[config.mk]
export PLATFORM = sky130hd
export DESIGN_NAME = strict_uleb128_decoder_core_flat
export DESIGN_NICKNAME = d
export VERILOG_FILES = /design/src/rtl/core/uleb_pkg.sv /design/src/rtl/core/uleb_if.sv /design/src/rtl/core/strict_uleb128_decoder_core.sv /design/src/rtl/core/uleb_in_reg.sv /design/src/rtl/core/uleb_decode.sv /design/src/rtl/core/uleb_out_reg.sv /design/src/flat_wrapper.sv
export SDC_FILE = /design/constraint.sdc
export NUM_CORES = 1
export LEC_CHECK = 0
export BUFFER_PORTS_ARGS = -buffer_cell sky130_fd_sc_hd__buf_2
export CAP_MARGIN = 30
export CORE_ASPECT_RATIO = 1.25
export CORE_MARGIN = 2
export CORE_UTILIZATION = 35
export CTS_CLUSTER_DIAMETER = 100
export DETAILED_ROUTE_END_ITERATION = 10
export PLACE_DENSITY_LB_ADDON = 0.05
export SLEW_MARGIN = 30
export SYNTH_ARGS = -nofsm -noshare
export SYNTH_HDL_FRONTEND = slang
export SYNTH_SLANG_ARGS = --single-unit
[constraint.sdc]
create_clock -name clk -period 4.7 [get_ports clk]
set_input_delay 0.235 -clock clk [delete_from_list [all_inputs] [get_ports clk]]
set_output_delay 0.235 -clock clk [all_outputs]
set_load 0.1 [all_outputs]
[src/rtl/core/uleb_pkg.sv]
// ----------------------------------------------------------------------------
// uleb_pkg
// Shared widths, status codes and the result record of the varint decoder.
// ----------------------------------------------------------------------------
package uleb_pkg;

	localparam int unsigned BYTE_W  = 8;
	localparam int unsigned GROUP_W = 7;
	localparam int unsigned VALUE_W = 64;
	localparam int unsigned IDX_W   = 4;
	localparam int unsigned SHIFT_W = 7;

	localparam logic [BYTE_W-1:0] PAYLOAD_MASK = 8'h7f;
	localparam logic [BYTE_W-1:0] HIGH_MASK    = 8'h7e;
	localparam logic [BYTE_W-1:0] CONT_MASK    = 8'h80;
	localparam logic [SHIFT_W-1:0] LAST_SHIFT  = 7'd63;
	localparam logic [SHIFT_W-1:0] SHIFT_LIMIT = 7'd64;

	typedef enum logic [2:0] {
		ST_OK         = 3'd0,
		ST_OVERFLOW   = 3'd1,
		ST_NONMINIMAL = 3'd2,
		ST_TOOLONG    = 3'd3,
		ST_TRUNCATED  = 3'd4
	} status_t;

	typedef struct packed {
		logic                fire;
		logic [VALUE_W-1:0]  value;
		status_t             status;
	} result_t;

endpackage

[src/rtl/core/uleb_if.sv]
// ----------------------------------------------------------------------------
// uleb_if
// Valid/ready channels for encoded bytes and for decoded results.
// ----------------------------------------------------------------------------
interface uleb_byte_if;
	logic                          valid;
	logic                          ready;
	logic [uleb_pkg::BYTE_W-1:0]   data_byte;
	logic                          buffer_end;

	modport source (output valid, output data_byte, output buffer_end, input ready);
	modport sink (input valid, input data_byte, input buffer_end, output ready);
endinterface

interface uleb_result_if;
	logic                          valid;
	logic                          ready;
	logic [uleb_pkg::VALUE_W-1:0]  value;
	logic [2:0]                    status;

	modport source (output valid, output value, output status, input ready);
	modport sink (input valid, input value, input status, output ready);
endinterface

[src/rtl/core/strict_uleb128_decoder_core.sv]
// ----------------------------------------------------------------------------
// strict_uleb128_decoder_core
// Strict unsigned LEB128 decoder producing 64-bit values, one byte a cycle while results are taken.
// ----------------------------------------------------------------------------
// The bytes channel carries one encoded byte per transaction together with
// buffer_end, which marks the last byte of the buffer. The results channel
// carries one transaction per finished varint or per error: value holds the
// decoded number for status ok and zero otherwise; status is ok, overflow,
// non-minimal, too long or truncated. Bytes that only extend a varint give
// no result transaction.
// A byte is taken into an input register, decoded combinationally against the
// running value and byte index, and any result lands in an output register
// that drives the results port.
// One byte is accepted every cycle while the receiver takes results. When it stalls, the held
// result stays on the port and bytes keep flowing until another result has
// to wait behind it; then the input register fills and ready drops.
// Reset clears the running value, the byte index and both valid flags; no
// clearing pass is needed afterwards.
// ----------------------------------------------------------------------------
module strict_uleb128_decoder_core #(
	parameter int unsigned MAX_VARINT_BYTES = 10
) (
	input  logic          clk,
	input  logic          arst_n,
	uleb_byte_if.sink     bytes,
	uleb_result_if.source results
);

	logic                         valid_s1;
	logic [uleb_pkg::BYTE_W-1:0]  data_byte_s1;
	logic                         buffer_end_s1;
	logic                         advance;
	logic                         consume;
	uleb_pkg::result_t            res;
	logic                         valid_s2;
	logic [uleb_pkg::VALUE_W-1:0] value_s2;
	uleb_pkg::status_t            status_s2;

	// A byte may leave the input register unless it makes a result that
	// cannot yet enter the output register.
	assign advance = !res.fire || !valid_s2 || results.ready;
	assign consume = valid_s1 && advance;

	uleb_in_reg u_in_reg (
		.clk           (clk),
		.arst_n        (arst_n),
		.in_valid      (bytes.valid),
		.in_ready      (bytes.ready),
		.in_byte       (bytes.data_byte),
		.in_end        (bytes.buffer_end),
		.advance       (advance),
		.valid_s1      (valid_s1),
		.data_byte_s1  (data_byte_s1),
		.buffer_end_s1 (buffer_end_s1)
	);

	uleb_decode #(
		.MAX_VARINT_BYTES (MAX_VARINT_BYTES)
	) u_decode (
		.clk           (clk),
		.arst_n        (arst_n),
		.consume       (consume),
		.data_byte_s1  (data_byte_s1),
		.buffer_end_s1 (buffer_end_s1),
		.res           (res)
	);

	uleb_out_reg u_out_reg (
		.clk       (clk),
		.arst_n    (arst_n),
		.load      (consume && res.fire),
		.res       (res),
		.out_ready (results.ready),
		.valid_s2  (valid_s2),
		.value_s2  (value_s2),
		.status_s2 (status_s2)
	);

	assign results.valid  = valid_s2;
	assign results.value  = value_s2;
	assign results.status = status_s2;

endmodule

[src/rtl/core/uleb_in_reg.sv]
// ----------------------------------------------------------------------------
// uleb_in_reg
// Input register: holds one accepted byte until the decode step consumes it.
// ----------------------------------------------------------------------------
module uleb_in_reg (
	input  logic                        clk,
	input  logic                        arst_n,
	input  logic                        in_valid,
	output logic                        in_ready,
	input  logic [uleb_pkg::BYTE_W-1:0] in_byte,
	input  logic                        in_end,
	input  logic                        advance,
	output logic                        valid_s1,
	output logic [uleb_pkg::BYTE_W-1:0] data_byte_s1,
	output logic                        buffer_end_s1
);

	assign in_ready = !valid_s1 || advance;

	always_ff @(posedge clk or negedge arst_n) begin
		if (!arst_n) begin
			valid_s1 <= 1'b0;
		end else if (in_ready) begin
			valid_s1 <= in_valid;
		end
	end

	always_ff @(posedge clk) begin
		if (in_ready && in_valid) begin
			data_byte_s1  <= in_byte;
			buffer_end_s1 <= in_end;
		end
	end

endmodule

[src/rtl/core/uleb_decode.sv]
// ----------------------------------------------------------------------------
// uleb_decode
// Varint state and the per-byte merge, completion and error checks.
// ----------------------------------------------------------------------------
module uleb_decode #(
	parameter int unsigned MAX_VARINT_BYTES = 10
) (
	input  logic                        clk,
	input  logic                        arst_n,
	input  logic                        consume,
	input  logic [uleb_pkg::BYTE_W-1:0] data_byte_s1,
	input  logic                        buffer_end_s1,
	output uleb_pkg::result_t           res
);

	localparam logic [uleb_pkg::IDX_W-1:0] MAX_BYTES = uleb_pkg::IDX_W'(MAX_VARINT_BYTES);

	logic [uleb_pkg::VALUE_W-1:0] partial_q;
	logic [uleb_pkg::IDX_W-1:0]   idx_q;

	logic [uleb_pkg::SHIFT_W-1:0] shift_amt;
	logic [uleb_pkg::VALUE_W-1:0] group_ext;
	logic [uleb_pkg::VALUE_W-1:0] merged;
	logic [uleb_pkg::IDX_W-1:0]   idx_inc;
	logic                         overflow;
	logic                         cont;

	always_comb begin
		shift_amt = uleb_pkg::SHIFT_W'({3'b000, idx_q} * 7'd7);
		group_ext = {{(uleb_pkg::VALUE_W - uleb_pkg::BYTE_W){1'b0}},
			data_byte_s1 & uleb_pkg::PAYLOAD_MASK};
		merged    = partial_q;
		if (shift_amt < uleb_pkg::SHIFT_LIMIT) begin
			merged = partial_q | (group_ext << shift_amt[5:0]);
		end
		overflow  = (shift_amt == uleb_pkg::LAST_SHIFT) &&
			((data_byte_s1 & uleb_pkg::HIGH_MASK) != '0);
		cont      = (data_byte_s1 & uleb_pkg::CONT_MASK) != '0;
		idx_inc   = idx_q + 1'b1;

		res.fire   = 1'b1;
		res.value  = '0;
		res.status = uleb_pkg::ST_OK;
		if (overflow) begin
			res.status = uleb_pkg::ST_OVERFLOW;
		end else if (!cont) begin
			// A zero byte after the first one adds nothing and is rejected.
			if (idx_q != '0 && data_byte_s1 == '0) begin
				res.status = uleb_pkg::ST_NONMINIMAL;
			end else begin
				res.value = merged;
			end
		end else if (idx_inc >= MAX_BYTES) begin
			res.status = uleb_pkg::ST_TOOLONG;
		end else if (buffer_end_s1) begin
			res.status = uleb_pkg::ST_TRUNCATED;
		end else begin
			res.fire = 1'b0;
		end
	end

	always_ff @(posedge clk or negedge arst_n) begin
		if (!arst_n) begin
			partial_q <= '0;
			idx_q     <= '0;
		end else if (consume) begin
			if (res.fire) begin
				partial_q <= '0;
				idx_q     <= '0;
			end else begin
				partial_q <= merged;
				idx_q     <= idx_inc;
			end
		end
	end

endmodule

[src/rtl/core/uleb_out_reg.sv]
// ----------------------------------------------------------------------------
// uleb_out_reg
// Result register: holds one finished result until the receiver takes it.
// ----------------------------------------------------------------------------
module uleb_out_reg (
	input  logic                         clk,
	input  logic                         arst_n,
	input  logic                         load,
	input  uleb_pkg::result_t            res,
	input  logic                         out_ready,
	output logic                         valid_s2,
	output logic [uleb_pkg::VALUE_W-1:0] value_s2,
	output uleb_pkg::status_t            status_s2
);

	always_ff @(posedge clk or negedge arst_n) begin
		if (!arst_n) begin
			valid_s2 <= 1'b0;
		end else if (load) begin
			valid_s2 <= 1'b1;
		end else if (out_ready) begin
			valid_s2 <= 1'b0;
		end
	end

	always_ff @(posedge clk) begin
		if (load) begin
			value_s2  <= res.value;
			status_s2 <= res.status;
		end
	end

endmodule

[src/flat_wrapper.sv]
// flat-port wrapper written by rule: the top's interface ports become plain ports
module strict_uleb128_decoder_core_flat 
#(
	parameter int unsigned MAX_VARINT_BYTES = 10
)
  (clk, arst_n, bytes_valid, bytes_data_byte, bytes_buffer_end, bytes_ready, results_valid, results_value, results_status, results_ready);
  uleb_byte_if bytes_i ();
  uleb_result_if results_i ();
  input  logic clk;
  input  logic arst_n;
  input wire logic [$bits(bytes_i.valid)-1:0] bytes_valid;
  input wire logic [$bits(bytes_i.data_byte)-1:0] bytes_data_byte;
  input wire logic [$bits(bytes_i.buffer_end)-1:0] bytes_buffer_end;
  output wire logic [$bits(bytes_i.ready)-1:0] bytes_ready;
  output wire logic [$bits(results_i.valid)-1:0] results_valid;
  output wire logic [$bits(results_i.value)-1:0] results_value;
  output wire logic [$bits(results_i.status)-1:0] results_status;
  input wire logic [$bits(results_i.ready)-1:0] results_ready;
  assign bytes_i.valid = bytes_valid;
  assign bytes_i.data_byte = bytes_data_byte;
  assign bytes_i.buffer_end = bytes_buffer_end;
  assign bytes_ready = bytes_i.ready;
  assign results_valid = results_i.valid;
  assign results_value = results_i.value;
  assign results_status = results_i.status;
  assign results_i.ready = results_ready;
  strict_uleb128_decoder_core #(.MAX_VARINT_BYTES(MAX_VARINT_BYTES)) u_core (.clk(clk), .arst_n(arst_n), .bytes(bytes_i), .results(results_i));
endmodule
* After elaboration in Yosys (flattened, before gate mapping)
Index checks and enable logic that the tools add are counted.
** Storage, ports and cells
- Output and inout bits :: 69
- Register bits after elaboration :: 146
- Logic and storage cells :: 46
** Cells by class
- Eq/ne operators :: 1
- Multiplexer cells :: 15
- Shift operators :: 1
- Multipliers :: 1
- Reduce and logical (&&, ||, !) cells :: 16
- Bitwise gates (word level) :: 1
- Add/sub/neg operators :: 1
- Magnitude comparators :: 2
** Operators by type and width (number)
- 2-to-1 mux 64 bit :: 4
- 2-to-1 mux 65 bit :: 1
- bitwise OR 64 bit :: 1
- left shift 7 x 6 -> 64 bit :: 1
- 2-to-1 mux 3 bit :: 3
- zero test 8 bit :: 1
- nonzero test 8 bit :: 1
- == test 7 x 6 -> 1 bit (second input constant) :: 1
- < comparator 7 bit (second input constant) :: 1
- multiplier 4 x 3 -> 7 bit (second input constant) :: 1
- logical AND 1 bit :: 5
- 2-to-1 mux 1 bit :: 5
- adder 4 x 1 -> 4 bit (second input constant) :: 1
- >= comparator 4 bit (second input constant) :: 1
- 2-to-1 mux 4 bit :: 1
- nonzero test 4 bit :: 1
- zero test 1 bit :: 3
- logical OR 1 bit :: 3
- OR reduction 3 bit :: 1
- 2-to-1 mux 2 bit :: 1
- nonzero test 2 bit :: 1

* Depth between registers and ports, before layout
Gate-level depths: netlist (run 1).
- Word-level depth :: 13
- Gate-level depth with buffers :: 12

* By module
From an unflattened synthesis (run 1), not the netlist that was laid out.
** Second synthesis, totals
- Cells, all modules :: 613
- Area, all modules :: 6904.1 µm²
** By module, submodules not included
- uleb_decode :: cells an instance 525, times used 1, area each 4493.1 µm², seq. area each 1701.6 µm²
- uleb_out_reg :: cells an instance 70, times used 1, area each 2048.2 µm², seq. area each 2037.0 µm²
- uleb_in_reg :: cells an instance 13, times used 1, area each 324.1 µm², seq. area each 295.3 µm²
- strict_uleb128_decoder_core :: cells an instance 5, times used 1, area each 38.8 µm², seq. area each 0.0 µm²

* Worst setup path after synthesis (run 1)
No wires, ideal clock.
- Kind :: register to register
- From :: register u_core.u_decode.idx_q[1] in the netlist's numbering
- To :: register u_core.u_out_reg.status_s2[0], enable pin
- Arrival time :: 3897 ps
- Slack :: 405 ps
- Path buffers :: 2
- Data required time :: 4302 ps
- Cell stages (with the launch flop) :: 12
- Cells stage by stage :: dfrtp_1 fa_1 ha_1 fa_1 buf_2 inv_1 nor3_2 and3_1 a211oi_4 or2_1 inv_1 buf_2
** On the way
- Longest elaborated chain between the ends :: 10
** Ends and longest elaborated chain
- start: declaration :: line uleb_decode.sv:19 : logic [uleb_pkg::IDX_W-1:0] idx_q;
- start signal: assignment :: line uleb_decode.sv:72 : idx_q <= idx_inc;
- branches (longest 4 deep; another with multiplier 4 x 3 -> 7 bit)
- 2-to-1 mux 65 bit (*) :: line uleb_decode.sv:44 : if (overflow) begin
- zero test 1 bit :: line strict_uleb128_decoder_core.sv:41 : assign advance = !res.fire || !valid_s2 || results.ready;
- logical OR 1 bit (2 in a row) :: line strict_uleb128_decoder_core.sv:41
- logical AND 1 bit :: line strict_uleb128_decoder_core.sv:42 : assign consume = valid_s1 && advance;
- logical AND 1 bit (*) :: line strict_uleb128_decoder_core.sv:71 : .load (consume && res.fire),
- via u_core.u_out_reg.load :: line uleb_out_reg.sv:8 : input logic load,
- end signal: assignment :: line uleb_out_reg.sv:29 : status_s2 <= res.status;
- end: declaration :: line uleb_out_reg.sv:13 : output uleb_pkg::status_t status_s2
Mark *: on every way through the listed nets, which the timed path passes.
A chain may end at the register's enable or synchronous reset.

* Worst setup path in the final report (run 1)
- From :: register u_core.u_decode.idx_q[1] in the netlist's numbering
- To :: output port bytes_ready
** On the way
- Longest elaborated chain between the ends :: 9
** Ends and longest elaborated chain
- branches (longest 4 deep; another with multiplier 4 x 3 -> 7 bit)
- 2-to-1 mux 65 bit (*) :: line uleb_decode.sv:44
- zero test 1 bit (*) :: line strict_uleb128_decoder_core.sv:41
- logical OR 1 bit (*) (2 in a row) :: line strict_uleb128_decoder_core.sv:41
- logical OR 1 bit (*) :: line uleb_in_reg.sv:18 : assign in_ready = !valid_s1 || advance;
- end: declaration :: line flat_wrapper.sv:14 : output wire logic [$bits(bytes_i.ready)-1:0] bytes_ready;
Mark *: on every way between the ends.

==> metrics.md, run 1 <==
| Metric | Value |
|---|---|
| Yosys warning total | 0 |
| Netlist cell types | 57 |
| Worst stage delay on the critical path | 600 ps |
| Final core utilization | 0.4253 |
| RSZ-0062 raised after global routing | false |
| Mapped Nets | 634 |
| CTS tree | built |
| Final setup violation count | 0 |
| CP max-delay cell | fa_1 |
| Die width | 128.6 um |
| Switching Share | 0.3826 |
| Worst setup SP type | flop |
| Worst skew pair latency | 420 ps |
| Root Buffer | clkbuf_16 |
| Top cell by count, worst path | fa_1 |
| Max Cap Viol | 0 |
| Core box area | 0.01892 mm2 |
| Leakage power | 0.003363 uW |
| DR WL met3 | 746 um |
| Top_reg_cell synth | edfxtp_1 |
| Final Hold Fails | 0 |
| Hold path start | results_ready |
| RePlAce Congestion | 0.8487 |
| Hpwl dp | 11390 um |
| Fmax | 233.8 MHz |
| Cell area after layout | 0.008045 mm2 |
| Buf/Inv on CP | 1 |
| Uppermost layer routed | met4 |
| Post-synth EDFFs | 76 |
| First drt pass iteration count | 5 |
| Critical path peak fanout | 10 |
| Post-Syn Area | 0.006792 mm2 |
| Vias/cell | 5.347 |
| Slew HR | 0.3848 |
| Postcts setup bufs | 0 |
| Worst-path clk slew | 60 ps |
| Layout cells sized above 1 | 0.2006 |
| Period minus WS final | 4277 ps |
| Number of global-route vias before repair | 5194 |
| Area Overhead vs Synth | 18.46% |
| CP Capture Type | primary output |
| Critical Path RT | 4470 ps |
| Metal2 WL | 8454 um |
| Max Slew Vio Count | 0 |
| CTS Buf Count | 17 |
| Total congestion overflow | 0 |
| Psw | 1506 uW |
| Total Negative Setup Slacks | 0 ps |
| # DRC | 0 |
| CP Data Arrival Time | 4040 ps |
| Area after DPL | 0.007388 mm2 |
| Critical path, cell by cell | fa_1, ha_1, fa_1, xor2_2, nor3_2, and3_1, a211oi_4, nor2_1, nand2_1, buf_2 |
| # IOs | 82 |
| Buffer depth of the longest clock path | 2 |
| DRT met1 WL | 7774 um |
| First-pass GRT wire length | 28030 um |
| Tot GR Track Use | 0.1755 |
| Full die area | 0.02054 mm2 |
| Chip height | 159.7 um |
| R2R Path Start | u_core.u_decode.idx_q[1]$_DFFE_PN0P_ |
| Async set-reset flop share out of synthesis | 0.4795 |
| Critical path class | reg -> out |
| Total wire length | 17260 um |
| Final ANT Viol Nets | 0 |
| Clock power share | 0.324 |
| #FFs+latches synth | 146 |
| Initial antenna violation count | 0 |
| Syn avg cell area | 11.19 um2 |
| PortBufs | 81 |
| Cell count after synthesis | 607 |
| Setup ws final | 423.5 ps |
| Pre-CTS setup slack | 760.1 ps |
| Row count | 56 |
| Hold Crit Class | in -> reg |
| Comb power frac | 0.292 |
| Fin nets | 717 |
| Drt wl/cell | 18.46 um |
| FILL cells | 1831 |
| Initial Util | 0.3590 |
| Seq/Total Area, Yosys | 0.5940 |
| Vias | 4999 |
| Slew @ Worst Pin | 922.7 ps |
| Skew final | 9.987 ps |
| Fin crit share | 0.9099 |
| Status | complete, no violations |
| Cell family with most CP delay | adder cells |
| Clock sink count | 146 |
| Maximum VDD drop | 238.0 uV |
| Largest net degree at the start of global routing | 71 |
| H-tree levels | 4 |
| P per Cell Area | 489.3 mW/mm2 |
| Diode count | 0 |
| Crit. Startpoint | u_core.u_decode.idx_q[1]$_DFFE_PN0P_ |
| Initial drt markers | 431 |
| Pint | 2430 uW |
| Sequential fraction of design power | 0.384 |
==> sequential cells by signal (all words and copies together), names as in the netlist <==
signal                         cells
u_core.u_in_reg.valid_s1           1
u_core.u_decode.partial_q         64
u_core.u_in_reg.buffer_end_s1      1
u_core.u_in_reg.data_byte_s1       8
u_core.u_out_reg.status_s2         3
u_core.u_decode.idx_q              4
u_core.u_out_reg.valid_s2          1
u_core.u_out_reg.value_s2         64
==> per-stage QoR <==
| step | hold slack (ps) | total power, uW | instances |
|---|---|---|---|
| final | 159.1 | 3937 | 935 |
| after detailed placement | 413.1 | 2681 | 892 |
| after CTS | 76.33 | 3974 | 934 |
| after global placement | 413.1 | 2676 | 892 |
| after floorplan | -60.59 | 2425 | 607 |
| after global routing | 180.2 | 4107 | 935 |
==> worst paths after layout <==
| kind | endpoint | slack [ps] | cells past startpoint |
|---|---|---|---|
| setup / recovery | bytes_ready | 420 | 10 |
| hold / removal | u_core.u_out_reg.valid_s2$_DFFE_PN0P_ | 160 | 3 |
| setup reg to reg | u_core.u_out_reg.value_s2[39]$_SDFFCE_PP0P_ | 750 | 10 |
| hold reg to reg | u_core.u_decode.partial_q[16]$_DFFE_PN0P_ | 490 | 2 |
| max in group asynchronous | u_core.u_decode.partial_q[54]$_DFFE_PN0P_ | 3730 | 3 |
| min in group asynchronous | u_core.u_decode.partial_q[35]$_DFFE_PN0P_ | 440 | 3 |
==> tightest hold or removal path, delay by kind of cell <==
kind | cells | cell delay (ps)
AND/OR/NAND/NOR | 2 | 230
buffers and inverters | 1 | 70
==> cell usage after synthesis (3+ instances only) <==
master	count	area share
buf_2	9	0.0066
nand2_1	16	0.0088
o22ai_1	13	0.012
nand3b_1	5	0.0055
and3_1	4	0.0037
o21ai_0	14	0.010
a21oi_1	98	0.072
buf_6	9	0.015
a21boi_0	3	0.0033
nor2_1	111	0.061
dfrtp_1	70	0.26
nor2b_1	3	0.0028
nand3_1	4	0.0029
nor4_1	3	0.0028
a22o_1	27	0.035
xor2_1	4	0.0052
mux2i_1	9	0.013
mux2_2	7	0.012
a32o_1	5	0.0074
a31oi_1	11	0.010
and2_1	5	0.0046
a22oi_1	3	0.0033
clkbuf_1	20	0.011
inv_1	15	0.0083
fa_1	4	0.012
edfxtp_1	76	0.34
ha_1	10	0.018
nand2b_1	6	0.0055
nor3_1	8	0.0059
==> cell families after synthesis <==
family	synth area share
AO/OA/AOI/OAI	0.1715
AND/OR/NAND/NOR	0.1223
flip-flops	0.5940
buffers and inverters	0.04366
multiplexers	0.02819
adder cells (fa/ha/maj)	0.03021
XOR/XNOR	0.01013
==> repair_timing <==
item,4_1_cts,5_1_grt
gates resized for setup,0,0
hold buffers,10,1
endpoints found under the hold margin,10,36
==> layer usage <==
metal,vias to the layer above,track usage
li1,2370,-
met4,0,0.05682
met2,143,0.2882
met3,16,0.03853
met1,2470,0.2307
met5,-,0
==> layout by cell type (no fill, tap or decap), types with 10 or more instances in the layout <==
master	synthesis	routed
dfrtp_1	70	70
a31oi_1	11	11
o21ai_0	14	14
a21oi_1	98	98
clkbuf_16	0	17
ha_1	10	10
o22ai_1	13	13
nor2_1	111	111
nand2_1	16	16
a22o_1	27	27
inv_1	15	14
buf_2	9	81
edfxtp_1	76	76
dlygate4sd3_1	0	11
==> power groups by stage <==
stage	logic [uW]	registers (uW)	clock network, uW
final	1150	1510	1270
after floorplan	437	1990	0
after global routing	1220	1520	1370
after CTS	1150	1510	1310
after detailed placement	1140	1540	0
after global placement	1140	1540	0
==> layout make-up <==
cell class                 count  area, um2  share of cell area
inverter                      15      57.56            0.007154
multi-input combinational    405       2466              0.3065
clock inverter                12      106.4             0.01322
timing repair buffer         105      654.4             0.08134
sequential                   146       4034              0.5014
clock buffer                  20      436.7             0.05428
tap                          232      290.3             0.03608
Power figures use the tool's default switching activity.
==> inputs of run 2 (changes only) <==
- CORE_ASPECT_RATIO: 1.25 -> 1.4
==> metrics.md, run 2 (synthesis gave the netlist of run 1 again) <==
| Metric | Value |
|---|---|
| Status | complete, no violations (unchanged) |
| Worst setup SP type | flop (unchanged) |
| Initial antenna violation count | 0 (unchanged) |
| CP Capture Type | primary output (unchanged) |
| Total Negative Setup Slacks | 0 ps (unchanged) |
| Hold path start | results_ready (unchanged) |
| Diode count | 0 (unchanged) |
| Fin nets | 719 (was 717) |
| Fmax | 235.7 MHz (was 233.8 MHz) |
| Row count | 60 (was 56) |
| Final setup violation count | 0 (unchanged) |
| RePlAce Congestion | 0.8360 (was 0.8487) |
| Commonest non-fill, non-tap cell in the layout | nor2_1 (unchanged) |
| Layout cells sized above 1 | 0.2014 (was 0.2006) |
| FILL cells | 1840 (was 1831) |
| RSZ-0062 raised after global routing | false (unchanged) |
| Critical path peak fanout | 10 (unchanged) |
| Full die area | 0.02055 mm2 (was 0.02054 mm2) |
| Area after DPL | 0.007411 mm2 (was 0.007388 mm2) |
| P per Cell Area | 480.4 mW/mm2 (was 489.3 mW/mm2) |
| Die width | 121.7 um (was 128.6 um) |
| Fin crit share | 0.9029 (was 0.9099) |
| Tot GR Track Use | 0.1732 (was 0.1755) |
| Leakage power | 0.003357 uW (was 0.003363 uW) |
| Buffer depth of the longest clock path | 2 (unchanged) |
| Postcts setup bufs | 0 (unchanged) |
| Worst hold slack | 156.2 ps (was 159.1 ps) |
| Slew @ Worst Pin | 986.2 ps (was 922.7 ps) |
| Root Buffer | clkbuf_16 (unchanged) |
| # IOs | 82 (unchanged) |
| Maximum VDD drop | 243.6 uV (was 238.0 uV) |
| First-pass GRT wire length | 27040 um (was 28030 um) |
| Drt wl/cell | 17.76 um (was 18.46 um) |
| PortBufs | 81 (unchanged) |
| R2R Path Start | u_core.u_decode.idx_q[1]$_DFFE_PN0P_ (unchanged) |
| Hpwl dp | 11450 um (was 11390 um) |
| Vias | 5010 (was 4999) |
| Max Cap Viol | 0 (unchanged) |
| Initial Util | 0.3548 (was 0.3590) |
| Number of global-route vias before repair | 4957 (was 5194) |
| Vias/cell | 5.257 (was 5.347) |
| CTS tree | built (unchanged) |
| Post-CTS Resized | 0 (unchanged) |
| H-tree levels | 4 (unchanged) |
| Max Slew Vio Count | 0 (unchanged) |
| Top flop regs | u_core.u_decode.partial_q (64), u_core.u_out_reg.value_s2 (64), u_core.u_in_reg.data_byte_s1 (8) (unchanged) |
| Period minus WS final | 4244 ps (was 4277 ps) |
| Crit. Startpoint | u_core.u_decode.idx_q[1]$_DFFE_PN0P_ (unchanged) |
| Final Hold Fails | 0 (unchanged) |
| Chip height | 168.8 um (was 159.7 um) |
| Initial drt markers | 368 (was 431) |
| Total congestion overflow | 0 (unchanged) |
| Critical Path RT | 4470 ps (about the same) |
| CTS Buf Count | 17 (unchanged) |
| Total wire length | 16930 um (was 17260 um) |
| Skew final | 9.062 ps (was 9.987 ps) |
| Core box area | 0.01914 mm2 (was 0.01892 mm2) |
| Slew HR | 0.3425 (was 0.3848) |
| # DRC | 0 (unchanged) |
| Final ANT Viol Nets | 0 (unchanged) |
| CP Data Arrival Time | 4010 ps (was 4040 ps) |
| Commonest non-fill, non-tap cells in the layout | 111 x nor2_1, 98 x a21oi_1, 81 x buf_2, 76 x edfxtp_1, 70 x dfrtp_1 (unchanged) |
| Hold-fix buffers at CTS | 10 (unchanged) |
| Final core utilization | 0.4203 (was 0.4253) |
| Largest net degree at the start of global routing | 71 (unchanged) |
| Hold Crit Class | in -> reg (unchanged) |
| Worst skew pair latency | 420 ps (about the same) |
| Cell area after layout | 0.008045 mm2 (unchanged) |
| Clock sink count | 146 (unchanged) |
| Area Overhead vs Synth | 18.46% (unchanged) |
| First drt pass iteration count | 5 (unchanged) |
| Worst-path clk slew | 60 ps (about the same) |
| Critical path class | reg -> out (unchanged) |
-- run 2: layer usage --
| layer | global-route usage | vias up | part of all wire |
|---|---|---|---|
| li1 | - | 2374 | - |
| met4 | 0.07246 | 0 | 0.028 |
| met1 | 0.2207 | 2455 | 0.43 |
| met3 | 0.04178 | 23 | 0.048 |
| met2 | 0.2819 | 158 | 0.50 |
| met5 | 0 | - | 0 |
-- run 2: stage by stage --
stage	cells	power, uW	setup WS, ps
after floorplan	607	2425	405.4
after global placement	910	2685	552.7
after detailed placement	910	2688	474.4
after CTS	952	3911	441.8
after global routing	953	4044	129.2
final	953	3865	456.4
-- run 2: report_power, final --
group          internal (uW)  total, uW  switching (uW)
registers               1470       1510            43.6
logic                    231       1150             918
clock network            671       1200             530
total                   2370       3870            1490
-- run 2: cell type report --
type                            instances  area [um2]  share of cell area
Sequential cell                       146        4034              0.5014
Multi-Input combinational cell        405        2466              0.3065
Timing Repair Buffer                  107       656.9             0.08165
Clock buffer                           19       432.9             0.05381
Tap cell                              248       310.3             0.03857
Clock inverter                         13       87.58             0.01089
Inverter                               15       57.56            0.007154
-- run 2: final timing paths --
| check | slack [ps] | cells after the start | end |
|---|---|---|---|
| hold / removal | 160 | 3 | u_core.u_out_reg.valid_s2$_DFFE_PN0P_ |
| setup reg to reg | 480 | 10 | u_core.u_out_reg.value_s2[3]$_SDFFCE_PP0P_ |
| min in group asynchronous | 440 | 3 | u_core.u_decode.partial_q[34]$_DFFE_PN0P_ |
| max in group asynchronous | 3750 | 3 | u_core.u_decode.partial_q[4]$_DFFE_PN0P_ |
| hold reg to reg | 490 | 2 | u_core.u_decode.partial_q[16]$_DFFE_PN0P_ |
| setup / recovery | 460 | 10 | bytes_ready |
-- run 2: critical path, stage by stage, from the launching register on --
cell,delay [ps]
dfrtp_1,540
fa_1,480
ha_1,250
fa_1,610
xor2_2,220
nor3_2,90
and3_1,280
a211oi_4,470
nor2_1,130
nand2_1,90
buf_2,430
